==> config.mk <==
export PLATFORM = sky130hd
export DESIGN_NAME = delimited_field_selector_top
export DESIGN_NICKNAME = d
export VERILOG_FILES = /design/src/rtl/core/dfs_pkg.sv /design/src/rtl/core/dfs_datapath.sv /design/src/rtl/core/dfs_out_buf.sv /design/src/rtl/core/delimited_field_selector_top.sv
export SDC_FILE = /design/constraint.sdc
export NUM_CORES = 1
export LEC_CHECK = 0
export ABC_AREA = 1
export BUFFER_PORTS_ARGS = -buffer_cell sky130_fd_sc_hd__buf_2
export CAP_MARGIN = 40
export CORE_MARGIN = 10
export CORE_UTILIZATION = 66
export DETAILED_ROUTE_END_ITERATION = 6
export PLACE_DENSITY = 0.86
export SLEW_MARGIN = 20
export SYNTH_ARGS = -nofsm -noshare
export SYNTH_HDL_FRONTEND = slang
export SYNTH_SLANG_ARGS = --single-unit
==> constraint.sdc <==
create_clock -name clk -period 10.6 [get_ports clk]
set_input_delay 2.12 -clock clk [delete_from_list [all_inputs] [get_ports clk]]
set_output_delay 2.12 -clock clk [all_outputs]
set_load 0.05 [all_outputs]
==> src/rtl/core/dfs_pkg.sv <==
// Shared types, constants and register codes for the delimited field selector.
`timescale 1ns / 1ps

package dfs_pkg;

  localparam int NUM_DELIMS   = 4;
  localparam int INDEX_BITS   = 16;
  localparam int DELIM_REGS   = 4;
  localparam int DELIM_LIMIT  = (NUM_DELIMS < DELIM_REGS) ? NUM_DELIMS : DELIM_REGS;
  localparam int UNIT_W       = 16;
  localparam int CMP_W        = (INDEX_BITS > UNIT_W) ? INDEX_BITS : UNIT_W;
  localparam int CFG_IDX_W    = 3;
  localparam int CFG_DATA_W   = 16;

  localparam logic [1:0] MODE_EXTRACT = 2'd0;
  localparam logic [1:0] MODE_COUNT   = 2'd1;
  localparam logic [1:0] MODE_REMOVE  = 2'd2;

  localparam logic [CFG_IDX_W-1:0] REG_MODE        = 3'd0;
  localparam logic [CFG_IDX_W-1:0] REG_FIRST_UNIT  = 3'd1;
  localparam logic [CFG_IDX_W-1:0] REG_LAST_UNIT   = 3'd2;
  localparam logic [CFG_IDX_W-1:0] REG_DELIM_COUNT = 3'd3;
  localparam logic [CFG_IDX_W-1:0] REG_DELIM_A     = 3'd4;
  localparam logic [CFG_IDX_W-1:0] REG_DELIM_B     = 3'd5;
  localparam logic [CFG_IDX_W-1:0] REG_DELIM_C     = 3'd6;
  localparam logic [CFG_IDX_W-1:0] REG_DELIM_D     = 3'd7;

  typedef struct packed {
    logic [7:0] in_byte;
    logic       is_end;
  } in_word_t;

  typedef struct packed {
    logic [7:0]        out_byte;
    logic              has_byte;
    logic              is_last;
    logic [UNIT_W-1:0] unit_total;
  } out_word_t;

  typedef struct packed {
    logic [1:0]                       mode;
    logic [UNIT_W-1:0]                first_unit;
    logic [UNIT_W-1:0]                last_unit;
    logic [2:0]                       delim_count;
    logic [DELIM_REGS-1:0][7:0]       delim;
  } cfg_t;

endpackage

==> src/rtl/core/dfs_datapath.sv <==
// Per-word unit tracking state and the result logic for one text word.
`timescale 1ns / 1ps

module dfs_datapath (
  input  logic             clk,
  input  logic             rst,
  input  dfs_pkg::cfg_t    cfg,
  input  dfs_pkg::in_word_t item,
  input  logic             fire,
  output logic             emit,
  output dfs_pkg::out_word_t result
);

  localparam logic [dfs_pkg::INDEX_BITS-1:0] IDX_MAX  = '1;
  localparam logic [dfs_pkg::UNIT_W-1:0]     TALLY_MAX = '1;

  logic [dfs_pkg::INDEX_BITS-1:0] unit_index, unit_index_next;
  logic [7:0]                     held_delim, held_delim_next;
  logic                           held_valid, held_valid_next;
  logic                           saw_content, saw_content_next;
  logic [dfs_pkg::UNIT_W-1:0]     unit_tally, unit_tally_next;

  logic                           is_delim;
  logic [3:0]                     delim_used;
  logic [dfs_pkg::CMP_W-1:0]      idx_ext, first_ext, last_ext;
  logic [dfs_pkg::CMP_W:0]        idx_plus;
  logic [dfs_pkg::INDEX_BITS-1:0] idx_bumped;

  // Active delimiter count, clamped to what the hardware holds.
  always_comb begin
    if (cfg.delim_count > 3'(dfs_pkg::DELIM_LIMIT)) begin
      delim_used = 4'(dfs_pkg::DELIM_LIMIT);
    end else begin
      delim_used = {1'b0, cfg.delim_count};
    end
  end

  always_comb begin
    is_delim = 1'b0;
    for (int i = 0; i < dfs_pkg::DELIM_REGS; i++) begin
      if ((4'(i) < delim_used) && (cfg.delim[i] == item.in_byte)) begin
        is_delim = 1'b1;
      end
    end
  end

  assign idx_ext    = dfs_pkg::CMP_W'(unit_index);
  assign first_ext  = dfs_pkg::CMP_W'(cfg.first_unit);
  assign last_ext   = dfs_pkg::CMP_W'(cfg.last_unit);
  assign idx_plus   = {1'b0, idx_ext} + 1'b1;
  assign idx_bumped = (unit_index == IDX_MAX) ? unit_index : unit_index + 1'b1;

  always_comb begin
    unit_index_next  = unit_index;
    held_delim_next  = held_delim;
    held_valid_next  = held_valid;
    saw_content_next = saw_content;
    unit_tally_next  = unit_tally;
    emit             = 1'b0;
    result           = '0;

    if (item.is_end) begin
      emit           = 1'b1;
      result.is_last = 1'b1;
      if (cfg.mode == dfs_pkg::MODE_COUNT) begin
        result.unit_total = unit_tally;
        if (saw_content && (unit_tally != TALLY_MAX)) begin
          result.unit_total = unit_tally + 1'b1;
        end
      end
      unit_index_next  = '0;
      held_delim_next  = '0;
      held_valid_next  = 1'b0;
      saw_content_next = 1'b0;
      unit_tally_next  = '0;
    end else begin
      unique case (cfg.mode)
        dfs_pkg::MODE_EXTRACT: begin
          if ((idx_ext >= first_ext) && (idx_ext <= last_ext) &&
              (!is_delim || (idx_ext < last_ext))) begin
            emit            = 1'b1;
            result.out_byte = item.in_byte;
          end
          if (is_delim) begin
            unit_index_next = idx_bumped;
          end
        end
        dfs_pkg::MODE_COUNT: begin
          if (is_delim) begin
            if (unit_tally != TALLY_MAX) begin
              unit_tally_next = unit_tally + 1'b1;
            end
            saw_content_next = 1'b0;
          end else begin
            saw_content_next = 1'b1;
          end
        end
        dfs_pkg::MODE_REMOVE: begin
          if (is_delim) begin
            if (idx_ext < first_ext) begin
              if (idx_plus == {1'b0, first_ext}) begin
                // Delimiter ahead of the doomed unit: hold it back in case
                // that unit turns out to be the final one.
                held_delim_next = item.in_byte;
                held_valid_next = 1'b1;
              end else begin
                emit            = 1'b1;
                result.out_byte = item.in_byte;
              end
            end else if (idx_ext == first_ext) begin
              if (held_valid) begin
                emit            = 1'b1;
                result.out_byte = held_delim;
                held_valid_next = 1'b0;
                held_delim_next = '0;
              end
            end else begin
              emit            = 1'b1;
              result.out_byte = item.in_byte;
            end
            unit_index_next = idx_bumped;
          end else if (idx_ext != first_ext) begin
            emit            = 1'b1;
            result.out_byte = item.in_byte;
          end
        end
        default: begin
        end
      endcase
      result.has_byte = emit;
    end
  end

  always_ff @(posedge clk) begin
    if (rst) begin
      unit_index  <= '0;
      held_delim  <= '0;
      held_valid  <= 1'b0;
      saw_content <= 1'b0;
      unit_tally  <= '0;
    end else if (fire) begin
      unit_index  <= unit_index_next;
      held_delim  <= held_delim_next;
      held_valid  <= held_valid_next;
      saw_content <= saw_content_next;
      unit_tally  <= unit_tally_next;
    end
  end

endmodule

==> src/rtl/core/dfs_out_buf.sv <==
// Two-entry result queue: an output register with a skid entry behind it.
`timescale 1ns / 1ps

module dfs_out_buf (
  input  logic               clk,
  input  logic               rst,
  input  logic               push,
  input  dfs_pkg::out_word_t din,
  output logic               space,
  output logic               out_valid,
  input  logic               out_ready,
  output dfs_pkg::out_word_t out_word
);

  dfs_pkg::out_word_t word0, word1;
  logic               valid0, valid1;
  logic               pop;

  assign pop       = valid0 && out_ready;
  assign space     = !valid1 || pop;
  assign out_valid = valid0;
  assign out_word  = word0;

  always_ff @(posedge clk) begin
    if (rst) begin
      valid0 <= 1'b0;
      valid1 <= 1'b0;
    end else begin
      if (pop && push) begin
        if (valid1) begin
          word0 <= word1;
          word1 <= din;
        end else begin
          word0 <= din;
        end
      end else if (pop) begin
        word0  <= word1;
        valid0 <= valid1;
        valid1 <= 1'b0;
      end else if (push) begin
        if (!valid0) begin
          word0  <= din;
          valid0 <= 1'b1;
        end else begin
          word1  <= din;
          valid1 <= 1'b1;
        end
      end
    end
  end

endmodule

==> src/rtl/core/delimited_field_selector_top.sv <==
// Top level of the delimited field selector: configuration, input register and result queue.
`timescale 1ns / 1ps
// A word accepted into the input register is processed combinationally and its result is
// registered in the result queue, which drives out_word. Throughput: one input word per cycle
// unless a result waits on a full queue; a word that gives no result still takes its cycle.
// Reset (rst, synchronous, active high) empties the input register and result queue, clears
// the unit tracking state and returns every configuration register to its reset value.

module delimited_field_selector_top (
  input  logic                             clk,
  input  logic                             rst,
  input  logic                             in_valid,
  output logic                             in_ready,
  input  dfs_pkg::in_word_t                in_word,
  output logic                             out_valid,
  input  logic                             out_ready,
  output dfs_pkg::out_word_t               out_word,
  input  logic                             cfg_we,
  input  logic [dfs_pkg::CFG_IDX_W-1:0]    cfg_index,
  input  logic [dfs_pkg::CFG_DATA_W-1:0]   cfg_data
);

  // Configuration registers. Software writes them only while the block is idle (the block itself
  // does not enforce this), so they feed the datapath directly without any shadowing.
  dfs_pkg::cfg_t cfg;

  always_ff @(posedge clk) begin
    if (rst) begin
      cfg.mode        <= dfs_pkg::MODE_EXTRACT;
      cfg.first_unit  <= '0;
      cfg.last_unit   <= '0;
      cfg.delim_count <= 3'd1;
      cfg.delim[0]    <= 8'd32;
      cfg.delim[1]    <= 8'd9;
      cfg.delim[2]    <= 8'd10;
      cfg.delim[3]    <= 8'd0;
    end else if (cfg_we) begin
      unique case (cfg_index)
        dfs_pkg::REG_MODE:        cfg.mode        <= cfg_data[1:0];
        dfs_pkg::REG_FIRST_UNIT:  cfg.first_unit  <= cfg_data[dfs_pkg::UNIT_W-1:0];
        dfs_pkg::REG_LAST_UNIT:   cfg.last_unit   <= cfg_data[dfs_pkg::UNIT_W-1:0];
        dfs_pkg::REG_DELIM_COUNT: cfg.delim_count <= cfg_data[2:0];
        dfs_pkg::REG_DELIM_A:     cfg.delim[0]    <= cfg_data[7:0];
        dfs_pkg::REG_DELIM_B:     cfg.delim[1]    <= cfg_data[7:0];
        dfs_pkg::REG_DELIM_C:     cfg.delim[2]    <= cfg_data[7:0];
        dfs_pkg::REG_DELIM_D:     cfg.delim[3]    <= cfg_data[7:0];
        default: begin
        end
      endcase
    end
  end

  // Input register. The word held here is processed in a single pass and retires when the
  // result queue can take its result, or at once when it produces none.
  dfs_pkg::in_word_t  held_word;
  logic               held_valid;
  logic               emit;
  logic               space;
  logic               advance;
  dfs_pkg::out_word_t result;

  assign advance  = held_valid && (!emit || space);
  assign in_ready = !held_valid || advance;

  always_ff @(posedge clk) begin
    if (rst) begin
      held_valid <= 1'b0;
    end else if (in_ready) begin
      held_valid <= in_valid;
    end
  end

  always_ff @(posedge clk) begin
    if (in_valid && in_ready) begin
      held_word <= in_word;
    end
  end

  // Delimiter match, unit counting and mode selection for the held word.
  dfs_datapath u_datapath (
    .clk    (clk),
    .rst    (rst),
    .cfg    (cfg),
    .item   (held_word),
    .fire   (advance),
    .emit   (emit),
    .result (result)
  );

  // The skid entry lets the input side keep moving while a result waits on out_ready.
  dfs_out_buf u_out_buf (
    .clk       (clk),
    .rst       (rst),
    .push      (advance && emit),
    .din       (result),
    .space     (space),
    .out_valid (out_valid),
    .out_ready (out_ready),
    .out_word  (out_word)
  );

endmodule

**Word-level counts from Yosys, hierarchy flattened**

Cells that the tools add are included.

- Input port bits: 33
- Register bits: 175
- Word-level logic and storage cells: 180
- Output and inout port bits: 28

- Add/subtract/negate cells: 3
- Reduce and logical (&&, ||, !) cells: 52
- Equality and inequality tests: 23
- Bitwise operators: 2
- Multiplexer cells: 65
- $lt $le $gt $ge: 9

Operators by type and width:

| operator | count |
|---|---|
| 26-bit two-way mux | 10 |
| 16-bit two-way mux | 10 |
| 8-bit two-way mux | 14 |
| 16-bit by 1-bit adder with 16-bit output, second input constant | 2 |
| 8-bit equality test | 4 |
| 16-bit less-than comparator | 2 |
| 1-bit two-way mux | 26 |
| 2-bit AND reduction | 10 |
| 2-bit nonzero test | 9 |
| 16-bit by 1-bit adder with 17-bit output, second input constant | 1 |
| 17-bit by 16-bit equality test with 1-bit output | 1 |
| 17-bit two-way mux | 1 |
| 16-bit equality test | 1 |
| 16-bit equality test, second input constant | 1 |
| 16-bit >= comparator | 1 |
| 16-bit <= comparator | 1 |
| 16-bit inequality test | 1 |
| 16-bit inequality test, second input constant | 1 |
| 8-bit case mux with 2 select lines | 1 |
| 3-bit equality test, second input constant | 4 |
| 1-bit logical AND | 12 |
| 5-bit AND reduction | 2 |
| 9-bit two-way mux | 1 |
| 3-bit nonzero test | 3 |
| 21 further kinds | 35 |

**Depth between registers and ports, before layout**

- Depth in word-level cells: 21
- Gate-level depth with buffers: 24
- Mapped depth without buffers: 21

**By module**

From an unflattened synthesis, not the netlist that was laid out.

- Cell total of the unflattened synthesis: 1,613
- Area, all modules: 10,759.1 um2

By module, submodules not included:

| module | sequential area each (um2) | cells an instance | area each (um2) | instances |
|---|---|---|---|---|
| dfs_datapath | 840.8 | 846 | 4,903.5 | 1 |
| delimited_field_selector_top | 1,671.6 | 419 | 3,070.4 | 1 |
| dfs_out_buf | 1,601.5 | 348 | 2,785.2 | 1 |

**Worst setup path after synthesis**

OpenSTA, ideal clock, no wires.

- Kind: in2out
- Start: input port out_ready
- End: output port in_ready
- Buffers on the path: 0
- Cell stages on the path: 4
- Arrival: 3.162 ns
- Path slack: 5.318 ns
- Data required time: 8.480 ns
- Cell sequence: nand2_1 inv_1 nor2_1 nand3_1

- Cells in the longest elaborated chain, start to end: 5

RTL lines:

| item | line | text |
|---|---|---|
| start: declaration | delimited_field_selector_top.sv:16 | `input logic out_ready,` |
| 1-bit logical AND | dfs_out_buf.sv:19 | `assign pop = valid0 && out_ready;` |
| 1-bit logical OR | dfs_out_buf.sv:20 | `assign space = !valid1 \|\| pop;` |
| 1-bit logical OR | delimited_field_selector_top.sv:62 | `assign advance = held_valid && (!emit \|\| space);` |
| 1-bit logical AND | delimited_field_selector_top.sv:62 |  |
| 1-bit logical OR | delimited_field_selector_top.sv:63 | `assign in_ready = !held_valid \|\| advance;` |
| end: declaration | delimited_field_selector_top.sv:13 | `output logic in_ready,` |

Every way passes these cells.

**Worst setup path in the final report**

- Start: register cfg[64] (netlist name)
- End: output port in_ready

- Cells in the longest elaborated chain, start to end: 10
- Elaborated cells on any way between the ends: 19
- Classes of those cells: order compare: 2; eq/ne: 3; mux: 8; reduce/logical: 6

RTL lines:

| item | line | text |
|---|---|---|
| 16-bit >= comparator, or another cell as far along | dfs_datapath.sv:79 | `if ((idx_ext >= first_ext) && (idx_ext <= last_ext) &&` |
| 1-bit logical AND, or another cell as far along | dfs_datapath.sv:79 |  |
| 1-bit logical AND / 1-bit two-way mux (equally long branches) | dfs_datapath.sv:79, dfs_datapath.sv:100 |  |
| 1-bit two-way mux (on tied branches) | dfs_datapath.sv:79, dfs_datapath.sv:99 |  |
| 1-bit case mux with 2 select lines * | dfs_datapath.sv:77 | `unique case (cfg.mode)` |
| 1-bit two-way mux * | dfs_datapath.sv:62 | `if (item.is_end) begin` |
| 1-bit logical NOT * | delimited_field_selector_top.sv:62 |  |
| 1-bit logical OR * | delimited_field_selector_top.sv:62 |  |
| 1-bit logical AND * | delimited_field_selector_top.sv:62 |  |
| 1-bit logical OR * | delimited_field_selector_top.sv:63 |  |

Every way passes the cells marked *; elsewhere a longest branch is shown, timed or not.

==> metrics <==
result of the run=complete, no violations; count of vias placed by the detailed router=9263; timing-limited maximum frequency=171.7 MHz; relative slew slack=43.66%; worst reg2reg endpoint=u_out_buf.out_word[0]; synthesized cell area=10070 um^2; multiplexer area fraction after synthesis=roughly 1.6%; worst setup slack for register-to-register paths=slightly above 6000 ps; total number of placement rows=45; vias in the first global route=8609; hold depth=2; count of antenna diodes in the layout=0; clock period minus worst slack=5823 ps; dominant combinational cell family by area after synthesis=simple AND/OR/NAND/NOR gates; area growth from synthesis to layout=9.604%; final wirelength=26140 um; number of sinks on the clock net=between 150 and 200; initial drt markers=846; fraction of synthesis flops using an asynchronous set or reset pin=0%; IO Pins=61; largest driver fanout on the critical path=11; initial core utilization=66.74%; Worst setup EP type=output port; critical path launch point type=register; largest net degree at the start of global routing=around 80; CTS Hold Bufs=0; Remaining Overflow, GRT=0; number of nets produced by synthesis=1440; fraction of layout cells with a size suffix above 1=about a tenth; Die W=around 140 um; most used flip-flop cell after synthesis=sky130_fd_sc_hd__dfxtp_1; buffer depth of the longest clock path=2; xor and xnor fraction of the mapped netlist area=2.621%; first-pass GRT wire length=42410 um; number of pins with negative max-slew slack in the final report=0; clock tree from TritonCTS=built; Req. time, crit path=roughly 8500 ps; Sum Neg Setup Slack=0 ps; chip height=143.5 um; DR DRC count=0; number of warnings reported in the yosys synthesis log=0; hold path endpoint=cfg[40]; synthesized-area fraction occupied by adder cells=4.597%; post-synthesis sequential area ratio=40.85%; final cell utilization of the core=73.15%; Final GP Congestion=~0.94; core area=15090 um^2; maximum vdd ir drop=roughly 0.00012 V; data arrival at the endpoint of the critical path=3700 ps; setup repair after global routing missed its margin=false; clock tree skew after final layout=approximately 8.9 ps; DIE AREA=20600 um^2; Worst Tran Pin Value=845.1 ps; GRT Resource Usage Total=25.58%; leak pwr=0.004858 uW; Tightest Hold Check Type=register to register; fin worst setup slack=~4800 ps; clock network latency to the later pin of the worst-skew pair=between 400 and 500 ps; flip-flop and latch count after synthesis=175; clock tree root buffer cell=sky130_fd_sc_hd__clkbuf_16; Post-Synthesis Mean Instance Area=between 7 and 8 um^2; vias per cell=5.761; average wire length per cell after detail routing=16.26 um; number of buffers added by the clock tree synthesis step=17; Post-CTS Setup Repair Bufs=0; Routed Antenna Nets=0; critical path class=register to output port; number of cells traversed by the worst register-to-register path=16; Placement Setup Slack=5147 ps; compound-gate portion of the synthesized area=13.00%; input/output buffers=60; fraction of the mapped netlist area in simple logic gates=27.73%; portion of synthesized cell area occupied by the leading cell type=22.66%; Post-Syn Instances=~1400; maxcap violations=0; dominant cell type by area after synthesis=sky130_fd_sc_hd__dfxtp_1; number of hold-slack violations in the final timing report=0; initial antenna violation count=0; fraction of the cycle the final worst path needs=54.93%; total of endpoints with negative setup slack in the final report=0; reg-to-reg startpoint=cfg[64]; number of gates resized after CTS=0; DPL Wire Length=17880 um; HP Start=cfg[40]; top cells by area in the synthesized netlist=sky130_fd_sc_hd__dfxtp_1 (23%), sky130_fd_sc_hd__edfxtp_1 (18%), sky130_fd_sc_hd__nand2_1 (12%), sky130_fd_sc_hd__inv_1 (6.8%), sky130_fd_sc_hd__nor2_1 (6.3%); # nets final=1477; total power density per cell area=154.1 nW/um^2; Pre-antenna DRT Iters=5; clock-pin slew on the worst setup and hold paths=70 ps; maximum level of the CTS H-tree=4; number of different library cells in the post-synthesis netlist=48; number of flops mapped to enable cells by yosys=between 60 and 70
-- sequential cells by signal (all words and copies together) (netlist names) --
register and cells:
u_out_buf.valid1 1, u_datapath.idx_ext 16, held_word 9, u_out_buf.out_word 26, u_datapath.held_valid 1, u_datapath.unit_tally 16
u_datapath.saw_content 1, u_out_buf.out_valid 1, u_datapath.held_delim 8, u_out_buf.word1 26, held_valid 1, cfg 69
-- cell type report --
type	count	area, um^2
fill	1172	4051
tap	188	235.2
clock inverter	12	132.6
inverter	189	709.4
sequential	175	4114
timing repair buffer	70	397.9
multi-input combinational	954	4992
clock buffer	20	456.7
-- placed cells by master (no fill, tap or decap), drive strengths merged, types with 5 or more instances in the layout --
cell type and n:
a211oi 5, a21oi 102, a31oi 5, buf 70
clkbuf 20, clkinv 6, dfxtp 114, edfxtp 61
ha 37, inv 190, mux2 14, nand2 331
nand3 77, nand4 26, nor2 179, nor3 15
o211ai 6, o21ai 88, o21bai 18, o31ai 8
xnor2 9, xor2 16
-- synthesized netlist by cell type, types with 3 or more instances --
cell,n
sky130_fd_sc_hd__dfxtp_1,114
sky130_fd_sc_hd__inv_1,183
sky130_fd_sc_hd__ha_1,37
sky130_fd_sc_hd__nor2_4,5
sky130_fd_sc_hd__nor4_1,4
sky130_fd_sc_hd__xnor2_1,9
sky130_fd_sc_hd__nand4_1,23
sky130_fd_sc_hd__a21oi_1,101
sky130_fd_sc_hd__nor2_2,4
sky130_fd_sc_hd__nand2_1,322
sky130_fd_sc_hd__xor2_1,16
sky130_fd_sc_hd__clkbuf_1,36
sky130_fd_sc_hd__nor2_1,169
sky130_fd_sc_hd__o31ai_1,8
sky130_fd_sc_hd__mux2_2,14
sky130_fd_sc_hd__buf_6,5
sky130_fd_sc_hd__buf_2,5
sky130_fd_sc_hd__edfxtp_1,61
sky130_fd_sc_hd__nand3_1,74
sky130_fd_sc_hd__inv_2,3
sky130_fd_sc_hd__o211ai_1,6
sky130_fd_sc_hd__nor3_1,15
sky130_fd_sc_hd__a211oi_1,5
sky130_fd_sc_hd__buf_4,6
sky130_fd_sc_hd__a31oi_1,5
sky130_fd_sc_hd__o21ai_0,85
sky130_fd_sc_hd__nand2_2,6
sky130_fd_sc_hd__nand4_4,3
sky130_fd_sc_hd__clkinv_1,3
sky130_fd_sc_hd__nand3b_1,3
sky130_fd_sc_hd__o21bai_1,18
-- how the worst max path moves through the flow --
| stage | start | end | slack, ps | cells after the start |
|---|---|---|---|---|
| final | cfg[64] | in_ready | 4780 | 12 |
| after global routing | cfg[64] | in_ready | 4540 | 12 |
| after CTS | cfg[64] | in_ready | 4850 | 12 |
| after detailed placement | out_ready | in_ready | 5150 | 6 |
| after global placement | out_ready | in_ready | 5170 | 6 |
| after floorplan | out_ready | in_ready | 5320 | 4 |
-- routing by layer --
metal | routed length, um | track usage (%) | part of all wire [%] | up-vias
met1 | 11180 | 33.56 | 43 | 4226
met2 | 12070 | 41.70 | 46 | 439
met5 | 0 | 0 | 0 | -
met3 | 2291 | 4.455 | 8.8 | 64
met4 | 603 | 8.705 | 2.3 | 0
li1 | - | - | - | 4534
-- cell families after synthesis --
group | Yosys count
mux | 14
compound gates | 237
fa+ha+maj | 37
flops | 175
simple gates | 639
buf+inv | 241
xor+xnor | 27
-- worst max-delay path: stages (launching register included) --
cell and delay, ps:
sky130_fd_sc_hd__dfxtp_1 350, sky130_fd_sc_hd__inv_1 80, sky130_fd_sc_hd__ha_1 320, sky130_fd_sc_hd__a21oi_1 160
sky130_fd_sc_hd__nor2_1 60, sky130_fd_sc_hd__nor3b_1 230, sky130_fd_sc_hd__nand2_1 120, sky130_fd_sc_hd__a21oi_1 670
sky130_fd_sc_hd__nand2_1 390, sky130_fd_sc_hd__nand3_1 270, sky130_fd_sc_hd__nand3_4 130, sky130_fd_sc_hd__nand3_1 180
sky130_fd_sc_hd__buf_2 300
-- metrics by stage --
| stage | power [uW] | hold WS (ps) | cell area (um^2) | instances |
|---|---|---|---|---|
| after floorplan | 994.5 | 424.4 | 10070 | 1370 |
| after global placement | 1059 | 442.9 | 10400 | 1572 |
| after detailed placement | 1071 | 456.4 | 10430 | 1575 |
| after CTS | 1695 | 465.6 | 11020 | 1607 |
| after global routing | 1766 | 476.8 | 11040 | 1608 |
| final | 1701 | 461.5 | 11040 | 1608 |
-- report_power, final --
part | internal, uW | switching [uW] | total, uW
Clock | 361 | 274 | 635
Combinational | 95.0 | 214 | 309
Sequential | 731 | 26.1 | 757
(Power assumes the default switching activity.)
